File: config.mk
export PLATFORM = sky130hd
export DESIGN_NAME = c3g_back
export DESIGN_NICKNAME = d
export VERILOG_FILES = /design/src/c3g_pkg.sv /design/src/c3g_back.sv
export SDC_FILE = /design/constraint.sdc
export NUM_CORES = 2
export LEC_CHECK = 0
export BUFFER_PORTS_ARGS = -buffer_cell sky130_fd_sc_hd__buf_2
export CORE_ASPECT_RATIO = 0.6
export CORE_MARGIN = 2
export CORE_UTILIZATION = 25
export CTS_BUF_LIST = sky130_fd_sc_hd__clkbuf_16
export CTS_CLUSTER_DIAMETER = 150
export DETAILED_ROUTE_END_ITERATION = 12
export GPL_TIMING_DRIVEN = 0
export PLACE_DENSITY = 0.37
export SLEW_MARGIN = 30
export SYNTH_ARGS = -nofsm -noshare
export SYNTH_HDL_FRONTEND = slang
export SYNTH_SLANG_ARGS = --single-unit
File: constraint.sdc
create_clock -name clk_i -period 14.35 [get_ports clk_i]
set_input_delay 2.87 -clock clk_i [delete_from_list [all_inputs] [get_ports clk_i]]
set_output_delay 2.87 -clock clk_i [all_outputs]
set_load 0.02 [all_outputs]
File: src/c3g_pkg.sv
// c3g_pkg: shared types, constants and register codes of the 3x3 grayscale
// convolution stream block. No dependencies.

package c3g_pkg;

  localparam int unsigned PIX_W       = 8;   // pixel bits
  localparam int unsigned COL_W       = 11;  // frame_width register / column count
  localparam int unsigned ROW_W       = 16;  // frame_height register / row count
  localparam int unsigned COEF_W      = 16;  // one signed Q8.8 coefficient
  localparam int unsigned COEF_ROW_W  = 3 * COEF_W;
  localparam int unsigned CFG_IDX_W   = 3;
  localparam int unsigned CFG_DATA_W  = COEF_ROW_W;
  localparam int unsigned KERNEL_TAPS = 9;
  localparam int unsigned KERNEL_DIM  = 3;
  localparam int unsigned QUEUE_DEPTH = 4;
  localparam int unsigned MAX_WIDTH_DEF = 1024;

  // geometry limits
  localparam int unsigned MIN_DIM   = 3;
  localparam int unsigned WIN_REACH = 2;  // first column / row position with a full window

  // products and sums
  localparam int unsigned PROD_W = PIX_W + 1 + COEF_W;  // 25
  localparam int unsigned ROWS_W = PROD_W + 2;          // sum of three
  localparam int unsigned SUM_W  = PROD_W + 4;          // sum of nine
  localparam int unsigned FRAC_W = 8;                   // Q8.8 fraction bits

  // reset values
  localparam logic [COL_W-1:0]      WIDTH_RST  = COL_W'(640);
  localparam logic [ROW_W-1:0]      HEIGHT_RST = ROW_W'(480);
  localparam logic [COEF_ROW_W-1:0] COEF_OUTER_RST = 48'hFF00_FF00_FF00;
  localparam logic [COEF_ROW_W-1:0] COEF_MID_RST   = 48'hFF00_0800_FF00;

  typedef enum logic [CFG_IDX_W-1:0] {
    REG_FRAME_WIDTH  = 3'd0,
    REG_FRAME_HEIGHT = 3'd1,
    REG_COEF_TOP     = 3'd2,
    REG_COEF_MIDDLE  = 3'd3,
    REG_COEF_BOTTOM  = 3'd4
  } cfg_reg_e;

  // one 3x3 neighborhood handed from front to back; index row*3 + column,
  // row 0 = top, column 0 = left
  typedef struct packed {
    logic [KERNEL_TAPS-1:0][PIX_W-1:0] win;
    logic                              last;
  } item_t;

  typedef struct packed {
    logic [COEF_ROW_W-1:0] top;
    logic [COEF_ROW_W-1:0] middle;
    logic [COEF_ROW_W-1:0] bottom;
  } kernel_t;

endpackage

File: src/c3g_back.sv
// c3g_back: three-stage multiply / add / floor-and-saturate pipeline whose last
// stage is the output register. Uses c3g_pkg.

module c3g_back (
  input  logic                      clk_i,
  input  logic                      rst_ni,
  input  logic                      q_valid_i,
  input  c3g_pkg::item_t            q_item_i,
  output logic                      q_pop_o,
  input  c3g_pkg::kernel_t          kernel_i,
  output logic                      out_valid_o,
  input  logic                      out_ready_i,
  output logic [c3g_pkg::PIX_W-1:0] out_data_o,
  output logic                      out_last_o
);

  localparam int unsigned TAPS = c3g_pkg::KERNEL_TAPS;
  localparam int unsigned DIM  = c3g_pkg::KERNEL_DIM;
  localparam int unsigned CW   = c3g_pkg::COEF_W;

  logic en;
  logic p_v_q, s_v_q, o_v_q;
  logic p_last_q, s_last_q, o_last_q;
  logic signed [c3g_pkg::PROD_W-1:0] prod_q [TAPS];
  logic signed [c3g_pkg::ROWS_W-1:0] rsum_q [DIM];
  logic [DIM-1:0][c3g_pkg::COEF_ROW_W-1:0] krow;
  logic signed [c3g_pkg::SUM_W-1:0] total;
  logic signed [c3g_pkg::SUM_W-c3g_pkg::FRAC_W-1:0] shifted;
  logic [c3g_pkg::PIX_W-1:0] sat, o_data_q;

  assign en      = !o_v_q || out_ready_i;
  assign q_pop_o = en && q_valid_i;
  assign krow    = {kernel_i.bottom, kernel_i.middle, kernel_i.top};

  always_ff @(posedge clk_i or negedge rst_ni) begin
    if (!rst_ni) begin
      p_v_q <= 1'b0;
      s_v_q <= 1'b0;
      o_v_q <= 1'b0;
    end else if (en) begin
      p_v_q <= q_valid_i;
      s_v_q <= p_v_q;
      o_v_q <= s_v_q;
    end
  end

  // nine pixel x coefficient products, one lane each
  always_ff @(posedge clk_i) begin
    if (en) begin
      for (int i = 0; i < TAPS; i++) begin
        prod_q[i] <= $signed({1'b0, q_item_i.win[i]}) *
                     $signed(krow[i / DIM][(i % DIM)*CW +: CW]);
      end
      p_last_q <= q_item_i.last;
    end
  end

  always_ff @(posedge clk_i) begin
    if (en) begin
      for (int k = 0; k < DIM; k++) begin
        rsum_q[k] <= c3g_pkg::ROWS_W'(prod_q[k*3]) + c3g_pkg::ROWS_W'(prod_q[k*3 + 1]) +
                     c3g_pkg::ROWS_W'(prod_q[k*3 + 2]);
      end
      s_last_q <= p_last_q;
    end
  end

  // floor by arithmetic shift, then clamp to 0..255
  always_comb begin
    total   = c3g_pkg::SUM_W'(rsum_q[0]) + c3g_pkg::SUM_W'(rsum_q[1]) +
              c3g_pkg::SUM_W'(rsum_q[2]);
    shifted = total[c3g_pkg::SUM_W-1:c3g_pkg::FRAC_W];
    if (shifted < 0)
      sat = '0;
    else if (shifted > $signed((c3g_pkg::SUM_W-c3g_pkg::FRAC_W)'({c3g_pkg::PIX_W{1'b1}})))
      sat = '1;
    else
      sat = shifted[c3g_pkg::PIX_W-1:0];
  end

  always_ff @(posedge clk_i) begin
    if (en) begin
      o_data_q <= sat;
      o_last_q <= s_last_q;
    end
  end

  assign out_valid_o = o_v_q;
  assign out_data_o  = o_data_q;
  assign out_last_o  = o_last_q;

endmodule

### Word-level counts from Yosys, hierarchy flattened

Memory sizes are Yosys's and may differ from the RTL's.
Index checks and enable logic that the tools add are counted.

* memories kept: 2
* memory bits (writable): 306
* logic and storage cells: 34
* input port bits: 221
* flip-flop bits (word level): 14
* output and inout port bits: 11

* $lt $le $gt $ge: 2
* muxes and demuxes: 3
* multipliers: 9
* $add $sub $neg: 8
* reduce and logical (&&, ||, !) cells: 3

Memories
* prod_q: words 9, width 25, rd ports 9, clocked after Yosys merged registers in 0, wr ports 9, RTL line c3g_back.sv:24 `logic signed [c3g_pkg::PROD_W-1:0] prod_q [TAPS];`
* rsum_q: words 3, width 27, rd ports 3, clocked after Yosys merged registers in 0, wr ports 3, RTL line c3g_back.sv:25 `logic signed [c3g_pkg::ROWS_W-1:0] rsum_q [DIM];`

Operator list (count)
* 9-bit by 16-bit multiplier with 25-bit output: 9
* 26-bit by 25-bit adder with 27-bit output: 3
* 25-bit by 25-bit adder with 26-bit output: 3
* 28-bit by 27-bit adder with 29-bit output: 1
* 27-bit by 27-bit adder with 28-bit output: 1
* 21-bit by 9-bit greater-than comparator with 1-bit output (second input constant): 1
* 21-bit by 1-bit less-than comparator with 1-bit output (second input constant): 1
* 8-bit two-way mux: 1
* 1-bit two-way mux: 2
* 1-bit logical AND: 1
* 1-bit zero test: 1
* 1-bit logical OR: 1

### Logic depth before layout (Yosys ltp)

* depth after elaboration: 4
* mapped depth: 21
* depth with buffers taken out: 20

### Worst setup path after synthesis

No wires, ideal clock.

* path kind: input port to output port
* start: input port out_ready_i
* end: output port q_pop_o
* stages on the path: 2
* slack: 112 ps
* arrival time: 11368 ps
* data required time: 11480 ps
* buffers on the path: 0
* cells stage by stage: nand2b_1 and2_1

* word-level cells in the longest chain between the ends: 2

RTL lines
* from (decl): RTL line c3g_back.sv:12 `input logic out_ready_i,`
* 1-bit logical OR: RTL line c3g_back.sv:31 `assign en = !o_v_q || out_ready_i;`
* 1-bit logical AND: RTL line c3g_back.sv:32 `assign q_pop_o = en && q_valid_i;`
* to (decl): RTL line c3g_back.sv:9 `output logic q_pop_o,`

No other way between the ends.

==> results.ini <==
[status]
status=complete, no violations

[critical_path]
crit_top_cell=fa_1
max_stage_delay_ns=0.85
r2r_slack_ns=9.75
r2r_start=prod_q[0][151]
cp-end-kind=register
path_max_fanout=10
cp_slowest_cell=xnor2_1
cp_cell_sequence=buf_2 > clkbuf_1 > nand2_1 > fa_1 > inv_1 > fa_1 > fa_1 > inv_1 > fa_1 > inv_1 > ha_1 > o21ai_0 > a21oi_1 > o211ai_1 > a41oi_1 > a221o_1 > a211oi_1 > a21oi_1 > xnor2_1
cp_data_required_time_ns=14.62
startpoint_type=primary input
crit_type=primary input to register
critPathArrivalTime_ns=9.00
reg2reg_depth=13
r2r_end=rsum_q[0][79]

[sta]
skew_ns=0.0463
setup_viol=0
finalCritPeriodShare=0.609
fmax_mhz=114
slew_viol_final=0
slew_headroom=0.302
min_period_ns=8.73
rsz0062_at_grt=false
hold_viol=0
tightest_slew_ns=1.04

[route]
via_per_inst=4.28
vias=39968
drt_iter0_drc=2322
wl_per_cell_um=18.2
wl_um=170000
drcViolationCount=0
drtPass1Iterations=7
ant_nets=0

[floorplan]
die-area_um2=235000
start_util=0.252
rows=136
die_h_um=376
core_um2=229000
num_io_pins=232
die_w_um=624

[synthesis]
synth_area_leaders=fa_1, edfxtp_1, ha_1
synth.distinct_cells=70
syn_avg_cell_area_um2=9.66
synthCells=5977
syn-num-nets=7772
synth_seq_area_share=0.166
synth_warnings=0
synth_edf_count=317
synthArstFlopShare=0.00938
synth_top_area_frac=0.354
ys_ff_latch=320
synth_flop_cell=edfxtp_1
yosysTopAreaCell=fa_1
synth_area_um2=57700

[pwr]
p_comb_frac=0.763
p_sw_w=0.00840
totalPowerFinal_w=0.0166
worst_ir_drop_vdd_mv=0.111
p_seq_frac=0.171
p_leak_nw=31.2
p_per_area_nw_per_um2=259
switching_share=0.505
p_int_w=0.00823
p_clk_frac=0.066

[cells_and_area]
layout-drive-gt1-share=0.0548
synthToLayoutAreaGrowth_pct=11.4
final_cells=9332
layout_common_cells=inv_1, fa_1, and2_1, ha_1, nand2_1
layout_commonest_cell=inv_1
fin_nets=8054
fill_cells=24411
regArea_um2=9590
multi_input_area_um2=42300

[job]
max-cap-violations=0

[global_route]
antenna_found_initial=69
grt_start_max_net_pins=48
overflow=0
grt_pass1_wl_um=262000
grt_pass1_vias=41231
grt_usage=0.148

[min_path]
worstHoldStart=s_last_q
holdPathEnd=out_last_o
hold_depth=0
hp-class=register to register

[place]
dpl.cell_count=9253
dpl.hpwl_um=148000
port_buffers=231
gp_congestion=0.839

[clocking]
cts_setup_buffers=0
clock_path_buffers=3
cts_resized=0
cts-root-buf=clkbuf_16
clk-insertion-delay-late_ns=0.62
numCtsBuffers=40
cts.sinks=320
hold_buffers=0
clk_transition_reported_paths_ns=0.06
h-tree-depth=2
cts_tree=built

per-stage QoR:
| step | TNS, ns | worst slack (ns) | utilization | cell area (um2) | hold WS [ns] |
|---|---|---|---|---|---|
| 4_1_cts | 0 | 5.70 | 0.280 | 64300 | 0.428 |
| 3_3_place_gp | -467.15 | -4.12 | 0.273 | 62700 | 0.410 |
| 5_1_grt | 0 | 5.32 | 0.281 | 64300 | 0.451 |
| 3_5_place_dp | 0 | 5.06 | 0.274 | 62900 | 0.415 |
| 2_1_floorplan | 0 | 0.112 | - | 57700 | 0.400 |
| 6_report | 0 | 5.62 | 0.281 | 64300 | 0.434 |
area by class of cell:
cell class | instances | area share
Antenna cell | 6 | 0.000233
Buffer | 80 | 0.00469
Clock buffer | 42 | 0.0163
Clock inverter | 31 | 0.00521
Inverter | 1466 | 0.0856
Multi-Input combinational cell | 4111 | 0.659
Sequential cell | 320 | 0.149
Tap cell | 3036 | 0.0591
Timing Repair Buffer | 240 | 0.0211
synth_stat cells (48+ instances only):
| cell | n |
|---|---|
| inv_1 | 1466 |
| clkbuf_1 | 79 |
| a21o_1 | 56 |
| nand3_1 | 52 |
| nor2_1 | 130 |
| nor2b_1 | 48 |
| edfxtp_1 | 317 |
| ha_1 | 552 |
| fa_1 | 1022 |
| o21ai_0 | 103 |
| a21oi_1 | 189 |
| xnor2_1 | 239 |
| nand2_1 | 549 |
| and2_1 | 709 |
cells by family after synthesis:
family,count (synthesis),synth area share
muxes,8,0.00147
adders and majority gates,1574,0.474
DFF,320,0.166
xor gates and xnor gates,276,0.0419
buffers and inverters,1546,0.101
and+or+nand+nor,1677,0.151
AOI/OAI and AO/OA,576,0.0648
sequential cells by signal (all words and copies together), names as in the netlist:
signal,count
s_last_q,1
s_v_q,1
out_valid_o,1
p_v_q,1
out_last_o,1
rsum_q,81
out_data_o,8
prod_q,225
p_last_q,1
how the worst max path moves through the flow:
stage / slack (ns) / start / cells after the start / end
detailed placement: 5.06 / q_item_i[36] / 20 / prod_q[0][124]
global route: 5.32 / q_item_i[33] / 19 / prod_q[0][124]
finish: 5.62 / q_item_i[33] / 19 / prod_q[0][124]
CTS: 5.70 / q_item_i[36] / 20 / prod_q[0][124]
floorplan: 0.11 / out_ready_i / 2 / q_pop_o
global placement: -4.12 / out_ready_i / 4 / q_pop_o
power by group through the flow:
stage	combinational [W]	clock [W]	sequential [W]
after global routing	0.0145	0.00118	0.00288
final	0.0127	0.00111	0.00284
after floorplan	0.00945	0	0.00252
after detailed placement	0.0128	0	0.00285
after global placement	0.0127	0	0.00296
after CTS	0.0129	0.00115	0.00284
critical path, delay by kind of cell:
| kind | cells | cell delay (ns) |
|---|---|---|
| and+or+nand+nor | 1 | 0.15 |
| buffers and inverters | 5 | 0.79 |
| xor gates and xnor gates | 1 | 0.85 |
| adders and majority gates | 5 | 2.39 |
| AOI/OAI and AO/OA | 7 | 1.93 |
per-layer routing:
| layer | track usage | share of wire |
|---|---|---|
| met2 | 0.190 | 0.36 |
| met3 | 0.0287 | 0.054 |
| met5 | 0 | 0.00074 |
| met1 | 0.249 | 0.57 |
| met4 | 0.0169 | 0.011 |
(Power assumes the default switching activity.)
