<file path="src/c3g_pkg.sv">
// c3g_pkg: shared types, constants and register codes of the 3x3 grayscale
// convolution stream block. No dependencies.

package c3g_pkg;

  localparam int unsigned PIX_W       = 8;   // pixel bits
  localparam int unsigned COL_W       = 11;  // frame_width register / column count
  localparam int unsigned ROW_W       = 16;  // frame_height register / row count
  localparam int unsigned COEF_W      = 16;  // one signed Q8.8 coefficient
  localparam int unsigned COEF_ROW_W  = 3 * COEF_W;
  localparam int unsigned CFG_IDX_W   = 3;
  localparam int unsigned CFG_DATA_W  = COEF_ROW_W;
  localparam int unsigned KERNEL_TAPS = 9;
  localparam int unsigned KERNEL_DIM  = 3;
  localparam int unsigned QUEUE_DEPTH = 4;
  localparam int unsigned MAX_WIDTH_DEF = 1024;

  // geometry limits
  localparam int unsigned MIN_DIM   = 3;
  localparam int unsigned WIN_REACH = 2;  // first column / row position with a full window

  // products and sums
  localparam int unsigned PROD_W = PIX_W + 1 + COEF_W;  // 25
  localparam int unsigned ROWS_W = PROD_W + 2;          // sum of three
  localparam int unsigned SUM_W  = PROD_W + 4;          // sum of nine
  localparam int unsigned FRAC_W = 8;                   // Q8.8 fraction bits

  // reset values
  localparam logic [COL_W-1:0]      WIDTH_RST  = COL_W'(640);
  localparam logic [ROW_W-1:0]      HEIGHT_RST = ROW_W'(480);
  localparam logic [COEF_ROW_W-1:0] COEF_OUTER_RST = 48'hFF00_FF00_FF00;
  localparam logic [COEF_ROW_W-1:0] COEF_MID_RST   = 48'hFF00_0800_FF00;

  typedef enum logic [CFG_IDX_W-1:0] {
    REG_FRAME_WIDTH  = 3'd0,
    REG_FRAME_HEIGHT = 3'd1,
    REG_COEF_TOP     = 3'd2,
    REG_COEF_MIDDLE  = 3'd3,
    REG_COEF_BOTTOM  = 3'd4
  } cfg_reg_e;

  // one 3x3 neighborhood handed from front to back; index row*3 + column,
  // row 0 = top, column 0 = left
  typedef struct packed {
    logic [KERNEL_TAPS-1:0][PIX_W-1:0] win;
    logic                              last;
  } item_t;

  typedef struct packed {
    logic [COEF_ROW_W-1:0] top;
    logic [COEF_ROW_W-1:0] middle;
    logic [COEF_ROW_W-1:0] bottom;
  } kernel_t;

endpackage

</file>
<file path="src/c3g_queue.sv">
// c3g_queue: short FIFO of neighborhoods between front and back.
// Uses c3g_pkg for the item type and depth.

module c3g_queue (
  input  logic           clk_i,
  input  logic           rst_ni,
  input  logic           push_i,
  input  c3g_pkg::item_t push_item_i,
  output logic           full_o,
  input  logic           pop_i,
  output logic           valid_o,
  output c3g_pkg::item_t pop_item_o
);

  localparam int unsigned PTR_W = $clog2(c3g_pkg::QUEUE_DEPTH);
  localparam int unsigned CNT_W = $clog2(c3g_pkg::QUEUE_DEPTH + 1);

  c3g_pkg::item_t slots_q [c3g_pkg::QUEUE_DEPTH];
  logic [PTR_W-1:0] wr_ptr_q, rd_ptr_q;
  logic [CNT_W-1:0] cnt_q;
  logic             do_push, do_pop;

  assign full_o     = (cnt_q == CNT_W'(c3g_pkg::QUEUE_DEPTH));
  assign valid_o    = (cnt_q != '0);
  assign do_push    = push_i && !full_o;
  assign do_pop     = pop_i && valid_o;
  assign pop_item_o = slots_q[rd_ptr_q];

  always_ff @(posedge clk_i) begin
    if (do_push) slots_q[wr_ptr_q] <= push_item_i;
  end

  always_ff @(posedge clk_i or negedge rst_ni) begin
    if (!rst_ni) begin
      wr_ptr_q <= '0;
      rd_ptr_q <= '0;
      cnt_q    <= '0;
    end else begin
      if (do_push) wr_ptr_q <= wr_ptr_q + 1'b1;
      if (do_pop)  rd_ptr_q <= rd_ptr_q + 1'b1;
      cnt_q <= cnt_q + CNT_W'(do_push) - CNT_W'(do_pop);
    end
  end

endmodule

</file>
<file path="config.mk">
export PLATFORM = sky130hd
export DESIGN_NAME = c3g_queue
export DESIGN_NICKNAME = d
export VERILOG_FILES = /design/src/c3g_pkg.sv /design/src/c3g_queue.sv
export SDC_FILE = /design/constraint.sdc
export NUM_CORES = 1
export LEC_CHECK = 0
export BUFFER_PORTS_ARGS = -buffer_cell sky130_fd_sc_hd__buf_2
export CORE_ASPECT_RATIO = 1.2
export CORE_MARGIN = 1
export CORE_UTILIZATION = 45
export CTS_CLUSTER_DIAMETER = 40
export DETAILED_ROUTE_END_ITERATION = 10
export GPL_TIMING_DRIVEN = 0
export SKIP_CTS_REPAIR_TIMING = 1
export SYNTH_ARGS = -nofsm -noshare
export SYNTH_HDL_FRONTEND = slang
export SYNTH_SLANG_ARGS = --single-unit
</file>
<file path="constraint.sdc">
create_clock -name clk_i -period 3.7 [get_ports clk_i]
set_input_delay 0.185 -clock clk_i [delete_from_list [all_inputs] [get_ports clk_i]]
set_output_delay 0.185 -clock clk_i [all_outputs]
set_load 0.02 [all_outputs]
</file>
Yosys cells after proc, flatten, opt, wreduce, memory -nomap -nowiden

Memories as Yosys holds them, arrays and structs flattened.
Cells that the tools add are included.
W data, S select, Z words.

Output and inout bits: 75
Bits in latches: 0
Register bits after elaboration: 7
Logic and storage cells: 15
Bits in writable memories: 292
ROM bits: 0
Input bits: 77
Memories kept: 1

Add/sub/neg operators: 4
Bitwise logic cells: 0
Multiply operators: 0
Multiplexer cells: 2
Div/mod/pow operators: 0
Magnitude comparators: 0
Shift operators: 0
Reduce and logical (&&, ||, !) cells: 4
Equality and inequality tests: 1

Memories:

| name    | depth | bits a word | read ports | clocked after memory_dff | wr ports | line            | source |
|---|---|---|---|---|---|---|---|
| slots_q | 4     | 73          | 1          | 0                        | 1        | c3g_queue.sv:18 | `c3g_pkg::item_t slots_q [c3g_pkg::QUEUE_DEPTH];` |

Operators with widths:

| operator              | count |
|---|---|
| $add A2 B1 Y2 const B | 2 |
| $add A3 B1 Y3         | 1 |
| $eq A3 B3 Y1 const B  | 1 |
| $reduce_bool A3 Y1    | 1 |
| $sub A3 B1 Y3         | 1 |
| $logic_and A1 B1 Y1   | 2 |
| $mux W1               | 2 |
| $logic_not A1 Y1      | 1 |

Depth between registers and ports, before layout

Gate-level depths: netlist of the first run.

Word-level depth: 5
Depth in mapped cells: 9
Depth with buffers taken out: 9

Worst setup path before layout of the first run

No wires, ideal clock.

Kind: reg2reg
From: register cnt_q[2]
To: memory slots_q[0][0] in the netlist's numbering (enable)
Arrival time: 2.493 ns
Cell stages (with the launch flop): 3
Setup time: 0.440 ns
Path slack: 0.767 ns
Path buffers: 0
Cell sequence: dfrtp_1 > nor3b_2 > and3b_1

Word-level cells in the longest chain between the ends: 5

RTL lines:

| item                          | line            | source |
|---|---|---|
| from (decl)                   | c3g_queue.sv:20 | `logic [CNT_W-1:0] cnt_q;` |
| from (signal assigned)        | c3g_queue.sv:41 | `cnt_q <= cnt_q + CNT_W'(do_push) - CNT_W'(do_pop);` |
| $eq A3 B3 Y1                  | c3g_queue.sv:23 | `assign full_o = (cnt_q == CNT_W'(c3g_pkg::QUEUE_DEPTH));` |
| named net full_o              | c3g_queue.sv:9  | `output logic full_o,` |
| $logic_not A1 Y1              | c3g_queue.sv:25 | `assign do_push = push_i && !full_o;` |
| $logic_and A1 B1 Y1           | c3g_queue.sv:25 |  |
| $mux W1                       | c3g_queue.sv:30 | `if (do_push) slots_q[wr_ptr_q] <= push_item_i;` |
| $mux W1 (implied by the code) | c3g_queue.sv:30 |  |
| to (decl)                     | c3g_queue.sv:18 |  |

The timed path passes the listed nets, and every way through them passes these cells.

Worst setup path after layout of the first run

From: register cnt_q[1]
To: register cnt_q[2]

Word-level cells in the longest chain between the ends: 5

RTL lines:

| item                | line |
|---|---|
| $eq A3 B3 Y1        | c3g_queue.sv:23 |
| $logic_not A1 Y1    | c3g_queue.sv:25 |
| $logic_and A1 B1 Y1 | c3g_queue.sv:25 |
| $add A3 B1 Y3       | c3g_queue.sv:41 |
| $sub A3 B1 Y3 *     | c3g_queue.sv:41 |

Mark *: on every way between the ends. The rest lies on a longest branch, timed or not.
A chain may end at the register's enable or synchronous reset.

==> summary.txt, run 1 <==
Power
  • PwrDens: 815 nW/um^2
  • Pleak: 0.00492 uW
  • Sw Share: 31.1%
  • Comb pwr share: 31.7%
  • Clock Power Share: 28.0%
  • Reg power frac: 40.3%
  • Cell Int Power: 7930 uW
  • VDD IR-drop max: 0.681 mV
  • Net Switching: 3580 uW

Routing
  • Post-DRT Antenna Nets: 0
  • DR iter-0 viols: 232
  • Residual DRC: 0
  • Vias after detailed routing: 5274
  • Vias/cell: 5.11
  • Routed len/inst: 19.7 um
  • WL final: 20300 um
  • Pre-antenna DRT Iters: 4

Setup path
  • Slowest cell on crit path: dfrtp_1
  • Reg2Reg Depth: 9
  • CP arrival: 2.74 ns
  • CP max FO: 8
  • R2r startpoint: cnt_q[1]
  • Worst setup EP type: flip-flop
  • CP top delay family: adder cells
  • Worst-path cell chain: nor3b_2 -> nand2b_1 -> ha_1 -> inv_1 -> ha_1 -> inv_1 -> fa_1 -> xnor2_1 -> xnor2_1
  • Worst Setup Start Kind: flip-flop
  • CP bufs+invs: 2
  • Reg2Reg Setup Slack: 1.33 ns
  • Reg-to-reg endpoint: cnt_q[2]
  • Class of the most critical setup path: flip-flop to flip-flop
  • CP max stage delay: 0.48 ns
  • WP data required: 4.06 ns

Timing
  • Hold Vio Cnt, Final: 0
  • Crit share post-route: 64.2%
  • Clock Skews: 0.0181 ns
  • Pin slew with the least headroom to its limit: 0.761 ns
  • Post-route setup slack: 1.33 ns
  • Minimum clock period: 2.37 ns
  • F_max: 421 MHz
  • Slew headroom: 49.3%
  • Final slew viol count: 0
  • RSZ-0062 raised after global routing: no
  • Final setup fails: 0

Placement
  • Place WS: 1.36 ns
  • Routability Congestion: 0.701
  • Final HPWL DP: 11800 um
  • Input/output buffers: 151

Min path
  • Hold depth: 3
  • Min-delay worst type: input pin to flip-flop
  • Hold Crit Start: pop_i
  • Hold Path Sink: rd_ptr_q[1]

Global routing
  • Initial antenna violation count: 1
  • Vias in the first global route: 5424
  • First-pass GRT wire length: 30700 um
  • Met3 Use GR: 4.45%
  • Met2 Track Usage GR: 28.4%
  • Gr busiest metal: met2
  • GRT overflow: 0
  • Global-route usage over all layers: 16.7%
  • M1 GR Usage: 20.7%
  • Largest net degree at the start of global routing: 41

Clock tree
  • TritonCTS clock tree: done
  • Cts bufs inserted: 35
  • Clk_lat worst skew: 0.51 ns
  • Clock Tree Buf Depth: 3
  • # H-tree levels: 2
  • Clock Tree Root: clkbuf_16
  • Clock-pin slew on the worst setup and hold paths: 0.05 ns
  • Clock sinks: 299

Layout
  • Fill cells: 1761
  • Fraction of layout cells with a size suffix above 1: 42.5%
  • Most frequent cells in the layout: 292 x edfxtp_1, 158 x buf_2, 74 x dlygate4sd3_1, 73 x mux4_2, 37 x clkbuf_16
  • Area Overhead vs Synth: 28.5%
  • Register area: 8940 sq um
  • Multi-input logic area: 1930 sq um
  • Commonest non-fill, non-tap cell in the layout: edfxtp_1
  • Util after Layout: 58.9%
  • Nets: 771

Die
  • Ports: 152
  • Initial core utilization: 45.9%
  • Chip Width: 145 um
  • DIE AREA: 25100 sq um
  • Die Y: 173 um
  • Cell Rows: 62
  • Core Footprint: 24000 sq um

Run
  • Max-cap viol count: 0

Synth
  • Mapped Avg Cell Area: 26.1 sq um
  • Seq cells post-synth: 299
  • Distinct cell type count after synthesis: 21
  • Register area share after synthesis: 81.3%
  • Post-synth net total: 505
  • Yosys Warn Count: 0
  • Post-Syn Instances: 421
  • Post-Syn Area: 11000 sq um

Run status
  • Outcome: completed
## tightest hold or removal path: cells and delay by family
family / cells / cell delay, ns
buffers and inverters: 1 / 0.11
AOI/OAI and AO/OA: 1 / 0.12
xor gates and xnor gates: 1 / 0.07
## power groups by stage
stage / Combinational, uW / Sequential (uW) / Clock [uW]
2_1_floorplan: 2480 / 4690 / 0
3_3_place_gp: 3550 / 4760 / 0
3_5_place_dp: 3670 / 4710 / 0
4_1_cts: 3690 / 4650 / 3310
5_1_grt: 3930 / 4690 / 3440
6_report: 3640 / 4640 / 3230
## logic make-up after synthesis
logic type / after synthesis / synth area share, %
flops: 299 / 81.3
mux: 73 / 15.0
buf+inv: 21 / 1.27
simple gates: 13 / 0.956
fa+ha+maj: 7 / 0.865
compound gates: 4 / 0.296
xor+xnor: 4 / 0.319
## area by class of cell
cell class | count | share of cell area (%)
Multi-Input combinational cell | 101 | 13.6
Antenna cell | 1 | 0.0177
Tap cell | 320 | 2.83
Sequential cell | 299 | 63.3
Inverter | 5 | 0.133
Timing Repair Buffer | 229 | 11.4
Clock inverter | 18 | 1.11
Buffer | 16 | 0.859
Clock buffer | 43 | 6.71
## synthesized netlist by cell type, drive strengths merged
library cell	number	share of area, %
xnor2	3	0.24
nand2b	4	0.23
edfxtp	292	80
o211ai	2	0.14
inv	5	0.17
or3	1	0.057
ha	6	0.68
nor3b	1	0.11
o311ai	1	0.080
nand4bb	2	0.20
dfrtp	7	1.6
xor2	1	0.080
mux4	73	15
and3b	4	0.32
buf	15	1.1
clkbuf	1	0.034
o31a	1	0.080
nand2	1	0.034
fa	1	0.18
## state kept, by name, indices dropped and copies added (netlist names)
| register | count |
|---|---|
| wr_ptr_q | 2 |
| slots_q | 292 |
| rd_ptr_q | 2 |
| cnt_q | 3 |
## stage by stage
stage	cells	power (uW)	TNS (ns)	cell area (sq um)	hold slack, ns
floorplan	421	7170	0	11000	-0.111
global placement	892	8310	-188.59	12200	0.0208
detailed placement	896	8390	0	12300	0.0266
CTS	957	11600	0	13400	-0.496
global route	1031	12100	0	14100	0.0296
finish	1032	11500	0	14100	0.0452
## per-layer routing
metal	wire length [um]	up-vias
met1	8070	2750
met3	1020	38
met5	0	-
li1	-	2358
met4	480	0
met2	10700	128
## worst max-delay path by stage
stage,startpoint,end,slack [ns],depth (start not counted)
after floorplan,cnt_q[2],slots_q[0][0],0.77,2
after global placement,cnt_q[2],slots_q[0][29],-0.66,2
after detailed placement,cnt_q[1],cnt_q[2],1.36,9
after CTS,cnt_q[1],cnt_q[2],1.33,9
after global routing,cnt_q[1],cnt_q[2],1.19,9
final,cnt_q[1],cnt_q[2],1.33,9
(Power assumes the default switching activity.)
==> run 2: changes to the inputs <==
- ABC_AREA: default -> 1
- clock period: 3.7 -> 2.4 ns (I/O delays scaled with it)
==> run 2 against run 1 <==
Effect of this change:
- flip-flop and latch count unchanged
- register-to-register slack got worse by 1.1 ns
- clock-buffer cell count fell by 3
- largest cell class unchanged
==> summary.txt, run 2 <==
Die
  • DIE AREA: 27000 sq um (was 25100 sq um)
  • Core Footprint: 25700 sq um (was 24000 sq um)
  • Cell Rows: 64 (was 62)
  • Ports: 152 (unchanged)
  • Chip Width: 150 um (was 145 um)
  • Initial core utilization: 46.1% (was 45.9%)
  • Die Y: 180 um (was 173 um)

Synth
  • Synth Flop Type: edfxtp_1 (unchanged)
  • Post-synth net total: 1068 (was 505)
  • Yosys Warn Count: 0 (unchanged)
  • Share of Yosys cell area claimed by the top area cell type: 73.9% (was 79.7%)
  • Post-synthesis xor/xnor area fraction: 0% (was 0.319%)
  • Yosys top cell by area: edfxtp_1 (unchanged)
  • Post-Syn Instances: 984 (was 421)
  • Share of flip-flops with an asynchronous set or reset: 2.34% (unchanged)
  • Seq cells post-synth: 299 (unchanged)
  • Top-count cell post-synth: edfxtp_1 (unchanged)
  • Area contributors post-synth: edfxtp_1 74%, nand2_1 7.5%, nor2_1 4.8%, o21ai_0 4.8%, inv_1 2.8% (was edfxtp_1 80%, mux4_2 15%, dfrtp_1 1.6%, ha_1 0.68%, buf_6 0.61%)
  • Largest family of logic cells by synthesized area: simple AND/OR/NAND/NOR gates (was multiplexers)
  • Post-Syn Area: 11900 sq um (was 11000 sq um)
  • Multiplexer area fraction after synthesis: 0% (was 15.0%)
  • Mapped Avg Cell Area: 12.1 sq um (was 26.1 sq um)
  • Simple-gate share of the synthesized area: 12.5% (was 0.956%)
  • Distinct cell type count after synthesis: 17 (was 21)
  • EDFF count, synth: 292 (unchanged)
  • Synth Area in Compound Gates: 6.16% (was 0.296%)
  • Synth Area in Adders: 0.802% (was 0.865%)
  • Register area share after synthesis: 75.4% (was 81.3%)
  • List of most frequent post-synthesis cells: 292 x edfxtp_1, 238 x nand2_1, 151 x nor2_1, 113 x o21ai_0, 89 x inv_1 (was 292 x edfxtp_1, 73 x mux4_2, 7 x buf_2, 7 x dfrtp_1)

Routing
  • DR iter-0 viols: 333 (was 232)
  • WL final: 26600 um (was 20300 um)
  • Routed len/inst: 16.4 um (was 19.7 um)
  • Vias/cell: 4.81 (was 5.11)
  • Pre-antenna DRT Iters: 5 (was 4)
  • Vias after detailed routing: 7789 (was 5274)
  • Post-DRT Antenna Nets: 0 (unchanged)
  • Residual DRC: 0 (unchanged)

Setup path
  • WP data required: 2.28 ns (was 4.06 ns)
  • CP max FO: 10 (was 8)
  • Worst path most repeated cell: nand2_1
  • Reg-to-reg endpoint: cnt_q[2] (unchanged)
  • CP arrival: 2.13 ns (was 2.74 ns)
  • Worst-path cell chain: buf_4 -> buf_6 -> buf_6 -> nand2_1 -> o21ai_0 -> nand2_1 -> nand2_1 -> buf_2 (was nor3b_2 -> nand2b_1 -> ha_1 -> inv_1 -> ha_1 -> inv_1 -> fa_1 -> xnor2_1 -> xnor2_1)
  • Worst Setup Start Kind: flip-flop (unchanged)
  • CP top delay family: buffers and inverters (was adder cells)
  • Worst setup EP type: output port (was flip-flop)
  • CP startpoint: rd_ptr_q[0] (was cnt_q[1])
  • Reg2Reg Setup Slack: 0.20 ns (was 1.33 ns)
  • Reg2Reg Depth: 10 (was 9)
  • Class of the most critical setup path: flip-flop to output port (was flip-flop to flip-flop)
  • CP bufs+invs: 4 (was 2)
  • R2r startpoint: cnt_q[1] (unchanged)
  • CP max stage delay: 0.46 ns (was 0.48 ns)
  • Slowest cell on crit path: dfrtp_2 (was dfrtp_1)

Timing
  • Pin slew with the least headroom to its limit: 0.809 ns (was 0.761 ns)
  • RSZ-0062 raised after global routing: no (unchanged)
  • F_max: 444 MHz
  • Crit share post-route: 93.8%
  • Final setup fails: 0 (unchanged)
  • Final slew viol count: 0 (unchanged)
  • Slew headroom: 45.9% (was 49.3%)
  • Post-route setup slack: 0.150 ns (was 1.33 ns)
  • Clock Skews: 0.0112 ns (was 0.0181 ns)
  • Minimum clock period: 2.25 ns
  • Hold Vio Cnt, Final: 0 (unchanged)

Power
  • Pleak: 0.00628 uW (was 0.00492 uW)
  • PwrDens: 1300 nW/um^2 (was 815 nW/um^2)
  • Overall Power: 20000 uW (was 11500 uW)
  • VDD IR-drop max: 0.782 mV (was 0.681 mV)

Placement
  • Final HPWL DP: 16300 um (was 11800 um)
  • Input/output buffers: 151 (unchanged)
  • Routability Congestion: 0.710 (was 0.701)
  • Place WS: -0.209 ns (was 1.36 ns)
  • Cells after DPL: 1476 (was 896)

Layout
  • Reg with most FFs: slots_q (unchanged)
  • Nets: 1348 (was 771)
  • Area Overhead vs Synth: 29.4% (was 28.5%)
  • Largest registers: slots_q x292, cnt_q x3 (unchanged)
  • Util after Layout: 59.7% (was 58.9%)
  • ANT cells: 0 (was 1)
  • Multi-input logic area: 2350 sq um (was 1930 sq um)
  • Fill cells: 2060 (was 1761)
  • Final non-filler cell total: 1619 (was 1032)
  • Commonest non-fill, non-tap cell in the layout: edfxtp_1 (unchanged)
  • Most frequent cells in the layout: 292 x edfxtp_1, 237 x nand2_1, 159 x buf_2, 147 x nor2_1, 113 x o21ai_0 (was 292 x edfxtp_1, 158 x buf_2, 74 x dlygate4sd3_1, 73 x mux4_2, 37 x clkbuf_16)
  • Register area: 8940 sq um (about the same)
  • Largest register FFs: 292 (unchanged)
  • Fraction of layout cells with a size suffix above 1: 20.9% (was 42.5%)

Min path
  • Min-delay worst type: input pin to flip-flop (unchanged)
  • Hold Crit Start: push_item_i[66] (was pop_i)
  • Hold depth: 2 (was 3)
  • Hold Path Sink: slots_q[2][66] (was rd_ptr_q[1])

Global routing
  • Global-route usage over all layers: 19.8% (was 16.7%)
  • Largest net degree at the start of global routing: 28 (was 41)
  • GRT overflow: 0 (unchanged)
  • Initial antenna violation count: 0 (was 1)
  • First-pass GRT wire length: 39900 um (was 30700 um)
  • Vias in the first global route: 7440 (was 5424)

Clock tree
  • TritonCTS clock tree: done (unchanged)
  • Clock sinks: 299 (unchanged)
  • Clock-pin slew on the worst setup and hold paths: 0.06 ns (was 0.05 ns)
  • Clock Tree Root: clkbuf_16 (unchanged)
  • # H-tree levels: 2 (unchanged)
  • Clk_lat worst skew: 0.51 ns (about the same)
  • Clock Tree Buf Depth: 3 (unchanged)
  • Cts bufs inserted: 36 (was 35)

Run status
  • Outcome: completed (unchanged)

Run
  • Max-cap viol count: 0 (unchanged)
==> run 2: layout make-up <==
type                       instances  area share (%)
buffer                            48            1.94
timing repair buffer             241            11.7
sequential                       299            58.3
clock buffer                      40            6.10
tap                              330            2.69
clock inverter                    23            1.83
multi-input combinational        548            15.3
inverter                          90            2.20
==> run 2: logic make-up after synthesis <==
logic type,Yosys count
buffers and inverters,138
DFF,299
and+or+nand+nor,394
adders and majority gates,7
AOI/OAI and AO/OA,146
==> run 2: worst max path at each step <==
stage	depth (start not counted)	endpoint
after CTS	7	slots_q[3][50]
after global routing	8	pop_item_o[23]
after detailed placement	7	slots_q[3][41]
final	8	pop_item_o[42]
after global placement	4	slots_q[0][31]
after floorplan	4	slots_q[0][0]
==> run 2: routing by layer <==
| layer | global-route usage (%) | share of wire, % |
|---|---|---|
| met5 | 0 | 0 |
| met1 | 24.1 | 42 |
| met4 | 7.23 | 2.5 |
| met3 | 3.45 | 5.1 |
| met2 | 34.7 | 51 |
==> run 2: report_power, final <==
| part | total [uW] | internal (uW) | switching, uW |
|---|---|---|---|
| Combinational | 7380 | 2320 | 5070 |
| Sequential | 7100 | 6860 | 241 |
| Clock | 5530 | 3470 | 2050 |
==> run 2: through the flow <==
stage | cell area (sq um) | TNS, ns | hold slack (ns)
after floorplan | 11900 | -203.01 | -0.176
after global placement | 13000 | -680.02 | -0.0339
after detailed placement | 13300 | -4.02 | -0.0320
after CTS | 14500 | -6.70 | -0.568
after global routing | 15400 | 0 | 0.364
final | 15400 | 0 | 0.364
